## src/cps_pkg.sv

```systemverilog
`timescale 1ns / 1ps
`default_nettype none

package cps_pkg;

    localparam int COORD_BITS = 16;
    localparam int DIFF_W     = COORD_BITS + 1;
    localparam int PROD_W     = 2 * DIFF_W;
    localparam int NUM_W      = PROD_W;
    localparam int DEN_W      = 2 * COORD_BITS + 1;
    localparam int NMAG_W     = 2 * COORD_BITS + 1;
    localparam int P_W        = COORD_BITS + NMAG_W;
    localparam int N_W        = P_W + 2;
    localparam int D_W        = DEN_W + 1;
    localparam int Q_W        = COORD_BITS + 2;
    localparam int SUM_W      = Q_W + 2;

    typedef logic signed [COORD_BITS-1:0] coord_t;
    typedef logic signed [DIFF_W-1:0]     diff_t;
    typedef logic signed [PROD_W-1:0]     prod_t;
    typedef logic signed [NUM_W-1:0]      num_t;
    typedef logic [DEN_W-1:0]             den_t;
    typedef logic signed [SUM_W-1:0]      sum_t;
    typedef logic [1:0]                   mode_t;
    typedef logic [1:0]                   status_t;

    localparam mode_t MODE_CALC  = 2'd0;
    localparam mode_t MODE_START = 2'd1;
    localparam mode_t MODE_END   = 2'd2;
    localparam mode_t MODE_DEGEN = 2'd3;

    localparam status_t ST_OK    = 2'd0;
    localparam status_t ST_CLAMP = 2'd1;
    localparam status_t ST_SAT   = 2'd2;
    localparam status_t ST_DEGEN = 2'd3;

    localparam sum_t SAT_HI = {{(SUM_W-COORD_BITS+1){1'b0}}, {(COORD_BITS-1){1'b1}}};
    localparam sum_t SAT_LO = {{(SUM_W-COORD_BITS+1){1'b1}}, {(COORD_BITS-1){1'b0}}};

    typedef struct packed {
        coord_t sx;
        coord_t sy;
        coord_t ex;
        coord_t ey;
        logic   clamp;
        diff_t  dx;
        diff_t  dy;
        num_t   num;
        den_t   den;
    } dot_t;

    typedef struct packed {
        coord_t sx;
        coord_t sy;
        coord_t ex;
        coord_t ey;
        logic   neg_x;
        logic   neg_y;
        mode_t  mode;
    } side_t;

    typedef struct packed {
        side_t          side;
        logic [N_W-1:0] nx;
        logic [N_W-1:0] ny;
        logic [D_W-1:0] dd;
    } div_in_t;

    typedef struct packed {
        side_t          side;
        logic [Q_W-1:0] qx;
        logic [Q_W-1:0] qy;
    } div_out_t;

endpackage

`default_nettype wire

```

## src/cps_out.sv

```systemverilog
`timescale 1ns / 1ps
`default_nettype none

module cps_out
    import cps_pkg::*;
(
    input  wire logic     aclk,
    input  wire logic     aresetn,
    input  wire logic     in_valid,
    output logic          in_ready,
    input  wire div_out_t in_data,
    output logic          out_valid,
    input  wire logic     out_ready,
    output coord_t        out_x,
    output coord_t        out_y,
    output status_t       out_status
);

    logic    en;
    logic    valid_reg;
    coord_t  x_reg, y_reg, x_next, y_next;
    status_t status_reg, status_next;

    sum_t    mag_x, mag_y, off_x, off_y, sum_x, sum_y;
    coord_t  sat_x, sat_y;
    logic    over_x, over_y;

    assign en         = !valid_reg || out_ready;
    assign in_ready   = en;
    assign out_valid  = valid_reg;
    assign out_x      = x_reg;
    assign out_y      = y_reg;
    assign out_status = status_reg;

    always_comb begin
        mag_x  = $signed({2'b00, in_data.qx});
        mag_y  = $signed({2'b00, in_data.qy});
        off_x  = in_data.side.neg_x ? -mag_x : mag_x;
        off_y  = in_data.side.neg_y ? -mag_y : mag_y;
        sum_x  = sum_t'(in_data.side.sx) + off_x;
        sum_y  = sum_t'(in_data.side.sy) + off_y;
        over_x = (sum_x > SAT_HI) || (sum_x < SAT_LO);
        over_y = (sum_y > SAT_HI) || (sum_y < SAT_LO);

        priority if (sum_x > SAT_HI) begin
            sat_x = SAT_HI[COORD_BITS-1:0];
        end else if (sum_x < SAT_LO) begin
            sat_x = SAT_LO[COORD_BITS-1:0];
        end else begin
            sat_x = sum_x[COORD_BITS-1:0];
        end

        priority if (sum_y > SAT_HI) begin
            sat_y = SAT_HI[COORD_BITS-1:0];
        end else if (sum_y < SAT_LO) begin
            sat_y = SAT_LO[COORD_BITS-1:0];
        end else begin
            sat_y = sum_y[COORD_BITS-1:0];
        end

        unique case (in_data.side.mode)
            MODE_DEGEN: begin
                x_next      = in_data.side.sx;
                y_next      = in_data.side.sy;
                status_next = ST_DEGEN;
            end
            MODE_START: begin
                x_next      = in_data.side.sx;
                y_next      = in_data.side.sy;
                status_next = ST_CLAMP;
            end
            MODE_END: begin
                x_next      = in_data.side.ex;
                y_next      = in_data.side.ey;
                status_next = ST_CLAMP;
            end
            default: begin
                x_next      = sat_x;
                y_next      = sat_y;
                status_next = (over_x || over_y) ? ST_SAT : ST_OK;
            end
        endcase
    end

    always_ff @(posedge aclk) begin
        if (!aresetn) begin
            valid_reg <= 1'b0;
        end else if (en) begin
            valid_reg <= in_valid;
        end
    end

    always_ff @(posedge aclk) begin
        if (en) begin
            x_reg      <= x_next;
            y_reg      <= y_next;
            status_reg <= status_next;
        end
    end

endmodule

`default_nettype wire

```

## config.mk

```make
export PLATFORM = sky130hd
export DESIGN_NAME = cps_out
export DESIGN_NICKNAME = d
export VERILOG_FILES = /design/src/cps_pkg.sv /design/src/cps_out.sv
export SDC_FILE = /design/constraint.sdc
export NUM_CORES = 1
export LEC_CHECK = 0
export BUFFER_PORTS_ARGS = -buffer_cell sky130_fd_sc_hd__buf_2
export CAP_MARGIN = 40
export CORE_MARGIN = 5
export CORE_UTILIZATION = 45
export CTS_BUF_LIST = sky130_fd_sc_hd__clkbuf_2 sky130_fd_sc_hd__clkbuf_4 sky130_fd_sc_hd__clkbuf_8
export DETAILED_ROUTE_END_ITERATION = 16
export PLACE_DENSITY = 0.73
export REMOVE_ABC_BUFFERS = 1
export SLEW_MARGIN = 20
export SYNTH_ARGS = -nofsm -noshare
export SYNTH_HDL_FRONTEND = slang
export SYNTH_SLANG_ARGS = --single-unit
export TNS_END_PERCENT = 5
```

## constraint.sdc

```tcl
create_clock -name aclk -period 9.4 [get_ports aclk]
set_input_delay 1.41 -clock aclk [delete_from_list [all_inputs] [get_ports aclk]]
set_output_delay 1.41 -clock aclk [all_outputs]
set_load 0.05 [all_outputs]
```

==> run summary <==
GR Layer Usage met1 - 31.2%
Final setup viols - 0
Port bufs - 143
Share of layout cells above drive strength 1 - 25.2%
First-pass GRT wire length - 23.4 mm
Syn avg cell area - 8.41 sq um
GR Util All Layers - 22.6%
Most common cell after layout, fill and taps aside - buf_2
N_diodes - 0
Pins Over Slew Limit - 0
Asr flop ratio synth - 0%
Initial DRC Count - 243
Met2 GRT Util - 36.5%
Pre-antenna DRT Iters - 4
CTS Buffer Depth - 2
Clock root cell - clkbuf_8
CTS sink count - 35
Synth area leader - edfxtp_1
Status - completed
Crit. End Element - register
Post-cts resize count - 0
FP Rows - 36
Fin Setup TNS - 0 ns
Clock slew at reported path FFs - 0.09 ns
Routability Congestion - 0.940
Top post-synthesis cells by area - edfxtp_1 22%, ha_1 11%, xnor2_1 8.8%, a21oi_1 5.2%, a22oi_1 4.6%
NumNets Final - 830
Skew final - 0.0159 ns
Static power due to leakage - 2.34 nW
Final hold vios - 0
Final clock period utilization by the worst path - 62.4%
EDFF count, synth - 34
CTS tree - done
Largest net degree at the start of global routing - 39
Top_reg_cell synth - edfxtp_1
Req. time, crit path - 9.48 ns
Post-Place Setup Slack - 3.29 ns
Num CTS Buffers - 5
Critical Path AT - 5.95 ns
Dpl cells - 804
Die height - 111 microns
CP startpoint kind - input port
Ys Warns - 0
RSZ-0062 raised after global routing - false
Worst setup path class - in2reg
Post-Layout Cell Count - 812
Overflow after GRT - 0
Final WL - 14.5 mm
Drt wl/cell - 17.9 microns
Via density - 5.92
Die area - 12300 sq um
Sequential area share after synthesis - 22.7%
Clk_lat worst skew - 0.29 ns
Peak VDD IR - 0.0000971 V
Via count - 4805
Worst hold margin - 0.708 ns
Die width - 111 microns
Synthesized flop and latch total - 35
Detail Route Antenna Nets - 0
Commonest cells after routing, fill and taps aside - 143 x buf_2, 48 x a21oi_1, 46 x xnor2_1
Post-synth cell types - 65
Post-Syn Area - 4590 sq um
Boundary Pins - 144
Max_cap viols - 0
Fmax - 170 MHz
Worst Hold Class - reg2reg
Mapped Cells - 545
Initial antenna violation count - 0
Synth-to-Final Area Change - 20.2%
Met3 Usage GRT - 4.26%
Max-slew headroom - 46.4%
Drt drc - 0
Worst Path Max Fanout - 13
Synth top area share - 22.3%
Post-DP HPWL - 12.0 mm
Worst Tran Pin Value - 0.802 ns
P per Cell Area - 147 nW/um^2
Post-CTS Hold Buffers - 0
Total number of H-tree levels - 2
Initial core utilization - 46.5%
Final Worst Setup Slack - 3.53 ns
Number of global-route vias before repair - 4781
Global route hottest layer - met2
Core footprint - 9860 sq um
Worst reg2reg setup slack - 8.31 ns
Post-CTS Setup Bufs - 0
Tmin final - 5.87 ns
[metal layers]
layer	routed length, microns	share of wire [%]
met4	278	1.9
met1	6600	45
met5	0	0
met3	1050	7.3
met2	6590	45
[worst paths after layout]
path,start,end,cells past startpoint
min,out_valid,out_x[8],1
max,in_data[21],out_x[9],16
max reg2reg,out_valid,out_y[14],2
min reg2reg,out_valid,out_x[8],1
[sequential cells by signal, indices dropped and copies added (netlist names)]
| signal | flops |
|---|---|
| out_status | 2 |
| out_y | 16 |
| out_x | 16 |
| out_valid | 1 |
[layout make-up]
| type | instances | area [sq um] |
|---|---|---|
| clock buffer | 5 | 68.8 |
| tap | 133 | 166 |
| timing repair buffer | 147 | 771 |
| inverter | 20 | 75.1 |
| multi-input combinational | 469 | 3340 |
| fill | 963 | 4350 |
| sequential | 35 | 1040 |
| clock inverter | 3 | 43.8 |
[where the power goes]
| part | switching, W | leakage [nW] | internal, W | total, W |
|---|---|---|---|---|
| Clock | 0.0000592 | 0.0581 | 0.0000790 | 0.000138 |
| Combinational | 0.000302 | 1.91 | 0.000162 | 0.000463 |
| Sequential | 0.00000782 | 0.366 | 0.000202 | 0.000210 |
[metrics by stage]
step | utilization (%) | power (W) | cell area, sq um
3_3_place_gp | 54.2 | 0.000664 | 5350
4_1_cts | 55.9 | 0.000812 | 5510
6_report | 55.9 | 0.000811 | 5510
3_5_place_dp | 54.7 | 0.000671 | 5400
2_1_floorplan | - | 0.000543 | 4460
5_1_grt | 55.9 | 0.000861 | 5510
[cell families after synthesis]
logic type / synth area share [%]
AOI/OAI and AO/OA: 32.9
and+or+nand+nor: 15.0
xor gates and xnor gates: 12.4
adders and majority gates: 12.3
buffers and inverters: 4.42
DFF: 22.7
muxes: 0.246
[synthesized netlist by cell type (7+ instances only)]
cell	n
a211oi_1	9
o21ai_1	12
edfxtp_1	34
inv_1	20
o211ai_1	17
xor2_1	17
a22oi_1	28
nand2b_1	7
xnor2_1	46
nand2_1	45
a21o_1	13
ha_1	42
and2_1	7
or3_1	7
nor3_1	7
a21oi_1	48
clkbuf_1	14
nor2_1	26
nand3_1	14
o31ai_1	15
o21ai_0	35
[worst max-delay path, cell delays in order]
cell and delay (ns):
buf_2 0.13, or4_4 0.52, or4_4 0.47, or3b_4 0.43
o31ai_1 0.25, xnor2_1 0.13, ha_1 0.42, nand2_1 0.07
o21ai_0 0.33, nor2_1 0.07, and3_1 0.18, a211oi_1 0.28
nor4_1 0.16, a211oi_4 0.71, a21oi_1 0.08, o21ai_0 0.30
(Power assumes the default switching activity.)
