`src/cps_pkg.sv`:
```
`timescale 1ns / 1ps
`default_nettype none

package cps_pkg;

    localparam int COORD_BITS = 16;
    localparam int DIFF_W     = COORD_BITS + 1;
    localparam int PROD_W     = 2 * DIFF_W;
    localparam int NUM_W      = PROD_W;
    localparam int DEN_W      = 2 * COORD_BITS + 1;
    localparam int NMAG_W     = 2 * COORD_BITS + 1;
    localparam int P_W        = COORD_BITS + NMAG_W;
    localparam int N_W        = P_W + 2;
    localparam int D_W        = DEN_W + 1;
    localparam int Q_W        = COORD_BITS + 2;
    localparam int SUM_W      = Q_W + 2;

    typedef logic signed [COORD_BITS-1:0] coord_t;
    typedef logic signed [DIFF_W-1:0]     diff_t;
    typedef logic signed [PROD_W-1:0]     prod_t;
    typedef logic signed [NUM_W-1:0]      num_t;
    typedef logic [DEN_W-1:0]             den_t;
    typedef logic signed [SUM_W-1:0]      sum_t;
    typedef logic [1:0]                   mode_t;
    typedef logic [1:0]                   status_t;

    localparam mode_t MODE_CALC  = 2'd0;
    localparam mode_t MODE_START = 2'd1;
    localparam mode_t MODE_END   = 2'd2;
    localparam mode_t MODE_DEGEN = 2'd3;

    localparam status_t ST_OK    = 2'd0;
    localparam status_t ST_CLAMP = 2'd1;
    localparam status_t ST_SAT   = 2'd2;
    localparam status_t ST_DEGEN = 2'd3;

    localparam sum_t SAT_HI = {{(SUM_W-COORD_BITS+1){1'b0}}, {(COORD_BITS-1){1'b1}}};
    localparam sum_t SAT_LO = {{(SUM_W-COORD_BITS+1){1'b1}}, {(COORD_BITS-1){1'b0}}};

    typedef struct packed {
        coord_t sx;
        coord_t sy;
        coord_t ex;
        coord_t ey;
        logic   clamp;
        diff_t  dx;
        diff_t  dy;
        num_t   num;
        den_t   den;
    } dot_t;

    typedef struct packed {
        coord_t sx;
        coord_t sy;
        coord_t ex;
        coord_t ey;
        logic   neg_x;
        logic   neg_y;
        mode_t  mode;
    } side_t;

    typedef struct packed {
        side_t          side;
        logic [N_W-1:0] nx;
        logic [N_W-1:0] ny;
        logic [D_W-1:0] dd;
    } div_in_t;

    typedef struct packed {
        side_t          side;
        logic [Q_W-1:0] qx;
        logic [Q_W-1:0] qy;
    } div_out_t;

endpackage

`default_nettype wire

```
`src/cps_dot.sv`:
```
`timescale 1ns / 1ps
`default_nettype none

module cps_dot
    import cps_pkg::*;
(
    input  wire logic   aclk,
    input  wire logic   aresetn,
    input  wire logic   in_valid,
    output logic        in_ready,
    input  wire coord_t in_sx,
    input  wire coord_t in_sy,
    input  wire coord_t in_ex,
    input  wire coord_t in_ey,
    input  wire coord_t in_qx,
    input  wire coord_t in_qy,
    input  wire logic   in_clamp,
    output logic        out_valid,
    input  wire logic   out_ready,
    output dot_t        out_data
);

    logic en_a, en_b, en_c;

    // stage a: differences
    logic   a_valid_reg;
    coord_t a_sx_reg, a_sy_reg, a_ex_reg, a_ey_reg;
    logic   a_clamp_reg;
    diff_t  a_dx_reg, a_dy_reg, a_vx_reg, a_vy_reg;

    // stage b: products
    logic   b_valid_reg;
    coord_t b_sx_reg, b_sy_reg, b_ex_reg, b_ey_reg;
    logic   b_clamp_reg;
    diff_t  b_dx_reg, b_dy_reg;
    prod_t  b_pvx_reg, b_pvy_reg, b_pdx_reg, b_pdy_reg;

    // stage c: dot products
    logic   c_valid_reg;
    dot_t   c_data_reg;
    dot_t   c_data_next;
    prod_t  den_sum;

    assign en_c      = !c_valid_reg || out_ready;
    assign en_b      = !b_valid_reg || en_c;
    assign en_a      = !a_valid_reg || en_b;
    assign in_ready  = en_a;
    assign out_valid = c_valid_reg;
    assign out_data  = c_data_reg;

    always_ff @(posedge aclk) begin
        if (!aresetn) begin
            a_valid_reg <= 1'b0;
            b_valid_reg <= 1'b0;
            c_valid_reg <= 1'b0;
        end else begin
            if (en_a) begin
                a_valid_reg <= in_valid;
            end
            if (en_b) begin
                b_valid_reg <= a_valid_reg;
            end
            if (en_c) begin
                c_valid_reg <= b_valid_reg;
            end
        end
    end

    always_ff @(posedge aclk) begin
        if (en_a) begin
            a_sx_reg    <= in_sx;
            a_sy_reg    <= in_sy;
            a_ex_reg    <= in_ex;
            a_ey_reg    <= in_ey;
            a_clamp_reg <= in_clamp;
            a_dx_reg    <= diff_t'(in_ex) - diff_t'(in_sx);
            a_dy_reg    <= diff_t'(in_ey) - diff_t'(in_sy);
            a_vx_reg    <= diff_t'(in_qx) - diff_t'(in_sx);
            a_vy_reg    <= diff_t'(in_qy) - diff_t'(in_sy);
        end
    end

    always_ff @(posedge aclk) begin
        if (en_b) begin
            b_sx_reg    <= a_sx_reg;
            b_sy_reg    <= a_sy_reg;
            b_ex_reg    <= a_ex_reg;
            b_ey_reg    <= a_ey_reg;
            b_clamp_reg <= a_clamp_reg;
            b_dx_reg    <= a_dx_reg;
            b_dy_reg    <= a_dy_reg;
            b_pvx_reg   <= prod_t'(a_vx_reg) * prod_t'(a_dx_reg);
            b_pvy_reg   <= prod_t'(a_vy_reg) * prod_t'(a_dy_reg);
            b_pdx_reg   <= prod_t'(a_dx_reg) * prod_t'(a_dx_reg);
            b_pdy_reg   <= prod_t'(a_dy_reg) * prod_t'(a_dy_reg);
        end
    end

    always_comb begin
        den_sum           = b_pdx_reg + b_pdy_reg;
        c_data_next.sx    = b_sx_reg;
        c_data_next.sy    = b_sy_reg;
        c_data_next.ex    = b_ex_reg;
        c_data_next.ey    = b_ey_reg;
        c_data_next.clamp = b_clamp_reg;
        c_data_next.dx    = b_dx_reg;
        c_data_next.dy    = b_dy_reg;
        c_data_next.num   = b_pvx_reg + b_pvy_reg;
        c_data_next.den   = den_sum[DEN_W-1:0];
    end

    always_ff @(posedge aclk) begin
        if (en_c) begin
            c_data_reg <= c_data_next;
        end
    end

endmodule

`default_nettype wire

```
`config.mk`:
```
export PLATFORM = sky130hd
export DESIGN_NAME = cps_dot
export DESIGN_NICKNAME = d
export VERILOG_FILES = /design/src/cps_pkg.sv /design/src/cps_dot.sv
export SDC_FILE = /design/constraint.sdc
export NUM_CORES = 2
export LEC_CHECK = 0
export ABC_AREA = 1
export BUFFER_PORTS_ARGS = -buffer_cell sky130_fd_sc_hd__buf_2
export CAP_MARGIN = 20
export CORE_MARGIN = 1.5
export CORE_UTILIZATION = 60
export CTS_CLUSTER_DIAMETER = 80
export DETAILED_ROUTE_END_ITERATION = 7
export PLACE_DENSITY = 0.86
export SKIP_CTS_REPAIR_TIMING = 1
export SLEW_MARGIN = 25
export SYNTH_ARGS = -nofsm -noshare
export SYNTH_HDL_FRONTEND = slang
export SYNTH_SLANG_ARGS = --single-unit
```
`constraint.sdc`:
```
create_clock -name aclk -period 13.1 [get_ports aclk]
set_input_delay 2.62 -clock aclk [delete_from_list [all_inputs] [get_ports aclk]]
set_output_delay 2.62 -clock aclk [all_outputs]
set_load 0.05 [all_outputs]
```
==> results by stage <==
Status:
- The run finished with clean final reports.

Logic synthesis:
- The gate count of the mapped netlist is 7,734.
- The library cell occupying the most area in the post-synthesis netlist is sky130_fd_sc_hd__fa_1.
- Yosys attributes the largest share of cell area to sky130_fd_sc_hd__fa_1 (33%), sky130_fd_sc_hd__edfxtp_1 (23%), sky130_fd_sc_hd__inv_1 (12%).
- The post-synthesis net count is 9,429.
- The combined area of all synthesized cells is 67,900 sq um.
- The most frequently used flop master after synthesis is sky130_fd_sc_hd__edfxtp_1.
- The count of unique library cells instantiated by Yosys is 45.
- Counting instances in the post-synthesis netlist gives the leading cell types as sky130_fd_sc_hd__inv_1 (2,142), sky130_fd_sc_hd__nand2_1 (1,859), sky130_fd_sc_hd__fa_1 (1,118), sky130_fd_sc_hd__edfxtp_1 (528), sky130_fd_sc_hd__ha_1 (476).
- In the post-synthesis netlist, the cell with the most instances is sky130_fd_sc_hd__inv_1.
- After synthesis the netlist holds a flip-flop and latch count of 531.
- The proportion of synthesized chip area in sequential cells is 23.4%.
- The share of synthesized flip-flops with an asynchronous set or reset is 0%.
- Counting flops with a built-in enable in the synthesized netlist gives 528.
- The number of warnings issued by yosys is 0.
- After synthesis, the largest area contributor takes up 33.0% of total cell area.
- The mean cell area of the mapped netlist is 8.78 sq um.

Detailed routing:
- The number of iterations in the first detailed-routing pass is 6.
- The aggregate routed wire length is 172 mm.
- Summing over every cut layer, the via total after detailed routing is 51,300.
- For this block, the initial DRC count from the detailed router was 4,280.
- The count of nets left with antenna violations once routing finished came out at 0.
- The average vias per placed instance is 5.43.
- The number of design rule violations left after detail routing is 0.
- Dividing the detail-routed wire length by the instance count gives 18.3 um.

Timing:
- The worst relative slew slack is 35.4%.
- After layout, the worst path uses 54.1% of the clock period.
- After layout, the minimum clock period comes to 7.08 ns.
- The clock arrives with 0.0259 ns of skew.
- The final number of max-transition violations came to 0.
- Setup repair after global routing left no endpoint under its margin.
- For the final routed database, the setup TNS stands at 0 ns.
- The transition time at the pin with the least slew margin is 0.969 ns.
- The count of final hold-check violations came to 0.
- The maximum clock rate is 141 MHz.
- The count of final setup violators is 0.

Critical path:
- For the worst setup path, the data arrival time is 4.46 ns.
- Of all nets on the critical path, the largest fanout is 70.
- The worst setup path is launched from an input port.
- The worst setup path is captured at a primary output.
- The slack of the worst reg-to-reg path is 6.40 ns.
- The required time of the worst setup path is 10.48 ns.
- The class of the most critical setup path is input port to primary output.

Die:
- 269 I/O pins were placed.
- The core area is 112,000 sq um.
- After floorplanning, the core was divided into 123 placement rows.
- The die span in y is 339 um.
- The die outline area is 115,000 sq um.
- The floorplan step set the die width to 339 um.
- Once the floorplan was initialized, standard cells occupied 60.5% of the core.

Clocking:
- The clock-pin slew of the registers on the worst-case setup and hold paths is 0.07 ns.
- The buffer cell driving the clock tree root is sky130_fd_sc_hd__clkbuf_16.
- The number of buffers on the longest clock path is 3.
- TritonCTS built the clock tree.
- The insertion delay of the later-clocked pin in the worst-skew pair is 0.69 ns.
- The number of CTS-inserted buffers is 61.
- The CTS H-tree depth is 2.
- For this design, the sink count on the clock tree is 531.

Cells and area:
- In the final layout, the multi-input gates occupy 43,200 sq um.
- Summing all flip-flop and latch instances after layout gives 15,900 sq um.
- The flip-flop count of the largest register, all copies and words added is 166.
- The synthesis-to-finish area growth is 7.04%.
- The final net count is 9,592.
- The layout cell share with drive strength beyond 1 is 6.27%.
- After filler insertion, the fill cell instance count of the layout stands at 8,873.

GRT:
- Global routing finished with a remaining overflow of 0.
- In the global route stage, overall resource usage came out at 30.8%.
- The number of antenna violations at the first check in global routing is 2.
- The via count of the first global-routing pass came to 54,700.
- The first global-routing pass estimated 280 mm of wire.
- Entering global routing, the biggest net connects 110 pins.

Place:
- The routability congestion estimate from global placement is 0.991.
- The half-perimeter wire length of the detailed placement result is 139 mm.
- The number of buffers added on ports is 268.

Min path:
- In this run the worst hold path is classified as flip-flop to flip-flop.

Job:
- The number of violations of the max-capacitance limit is 0.
==> worst max-delay path: stages <==
cell and delay, ns:
sky130_fd_sc_hd__buf_2 0.08, sky130_fd_sc_hd__inv_1 0.06, sky130_fd_sc_hd__nand2_4 0.23, sky130_fd_sc_hd__nor2_1 0.20, sky130_fd_sc_hd__nand2_4 0.08, sky130_fd_sc_hd__buf_4 0.67, sky130_fd_sc_hd__buf_2 0.41
==> placed cells by master (no fill, tap or decap), types with 6 or more instances in the layout <==
cell type / n
sky130_fd_sc_hd__nor3_1: 43
sky130_fd_sc_hd__ha_1: 476
sky130_fd_sc_hd__o21ai_0: 130
sky130_fd_sc_hd__nor3_2: 7
sky130_fd_sc_hd__o31ai_1: 6
sky130_fd_sc_hd__clkinv_2: 8
sky130_fd_sc_hd__nand3b_1: 16
sky130_fd_sc_hd__nand2_2: 18
sky130_fd_sc_hd__xnor2_1: 40
sky130_fd_sc_hd__nand4_1: 72
sky130_fd_sc_hd__xor2_1: 149
sky130_fd_sc_hd__nand3_1: 189
sky130_fd_sc_hd__nor2_2: 14
sky130_fd_sc_hd__or2_2: 16
sky130_fd_sc_hd__edfxtp_1: 528
sky130_fd_sc_hd__buf_2: 268
sky130_fd_sc_hd__clkinv_1: 8
sky130_fd_sc_hd__a21oi_1: 266
sky130_fd_sc_hd__o21ai_2: 7
sky130_fd_sc_hd__clkbuf_1: 9
sky130_fd_sc_hd__inv_1: 2141
sky130_fd_sc_hd__nand2_1: 1857
sky130_fd_sc_hd__o21a_1: 7
sky130_fd_sc_hd__inv_2: 9
sky130_fd_sc_hd__o21ai_1: 9
sky130_fd_sc_hd__inv_6: 7
sky130_fd_sc_hd__buf_4: 42
sky130_fd_sc_hd__fa_1: 1118
sky130_fd_sc_hd__a21o_1: 20
sky130_fd_sc_hd__clkbuf_16: 61
sky130_fd_sc_hd__nor2_1: 300
sky130_fd_sc_hd__o21bai_1: 31
==> final timing paths <==
kind	from	cells after the start	end
min reg2reg	b_sx_reg[1]	0	out_data[151]
max	out_ready	7	in_ready
max reg2reg	a_dx_reg[16]	20	b_pdx_reg[31]
min	b_sx_reg[1]	0	out_data[151]
==> cells by family (layout without fill, tap and decap cells) <==
family / after synthesis / count (layout) / share of synthesized area, %
other: 0 / 2 / 0
adders and majority gates: 1594 / 1594 / 41.7
AOI/OAI and AO/OA: 500 / 500 / 4.06
xor gates and xnor gates: 189 / 189 / 2.44
and+or+nand+nor: 2558 / 2558 / 15.3
buffers and inverters: 2362 / 2576 / 13.1
DFF: 531 / 531 / 23.4
==> per-layer routing <==
| layer | up-vias | global-route usage [%] | wire length [um] |
|---|---|---|---|
| met1 | 25000 | 38.9 | 65000 |
| met4 | 2 | 14.3 | 8940 |
| li1 | 23300 | - | - |
| met5 | - | 0 | 9 |
| met2 | 2460 | 51.8 | 83200 |
| met3 | 537 | 5.53 | 15300 |
==> area by class of cell <==
| type | count | area share [%] |
|---|---|---|
| diodes | 2 | 0.00688 |
| clock buffers | 70 | 2.15 |
| clock inverters | 44 | 0.621 |
| inverters | 2152 | 11.1 |
| multi-input cells | 4841 | 59.4 |
| flip-flops and latches | 531 | 21.9 |
| well taps | 1500 | 2.58 |
| repair buffers | 310 | 2.28 |
==> per-stage QoR <==
step	cells	utilization, %	worst slack (ns)	cell area, sq um	hold WS [ns]
floorplan	7734	-	0.697	67900	0.400
global placement	9334	62.9	6.06	70700	0.400
detailed placement	9334	62.9	5.99	70700	0.405
CTS	9448	64.7	5.99	72700	0.414
global route	9449	64.7	5.90	72700	0.416
finish	9450	64.7	6.02	72700	0.413
Power is not shown: default switching activity piles up to over one toggle a cycle in this logic, so the estimate is an artifact.
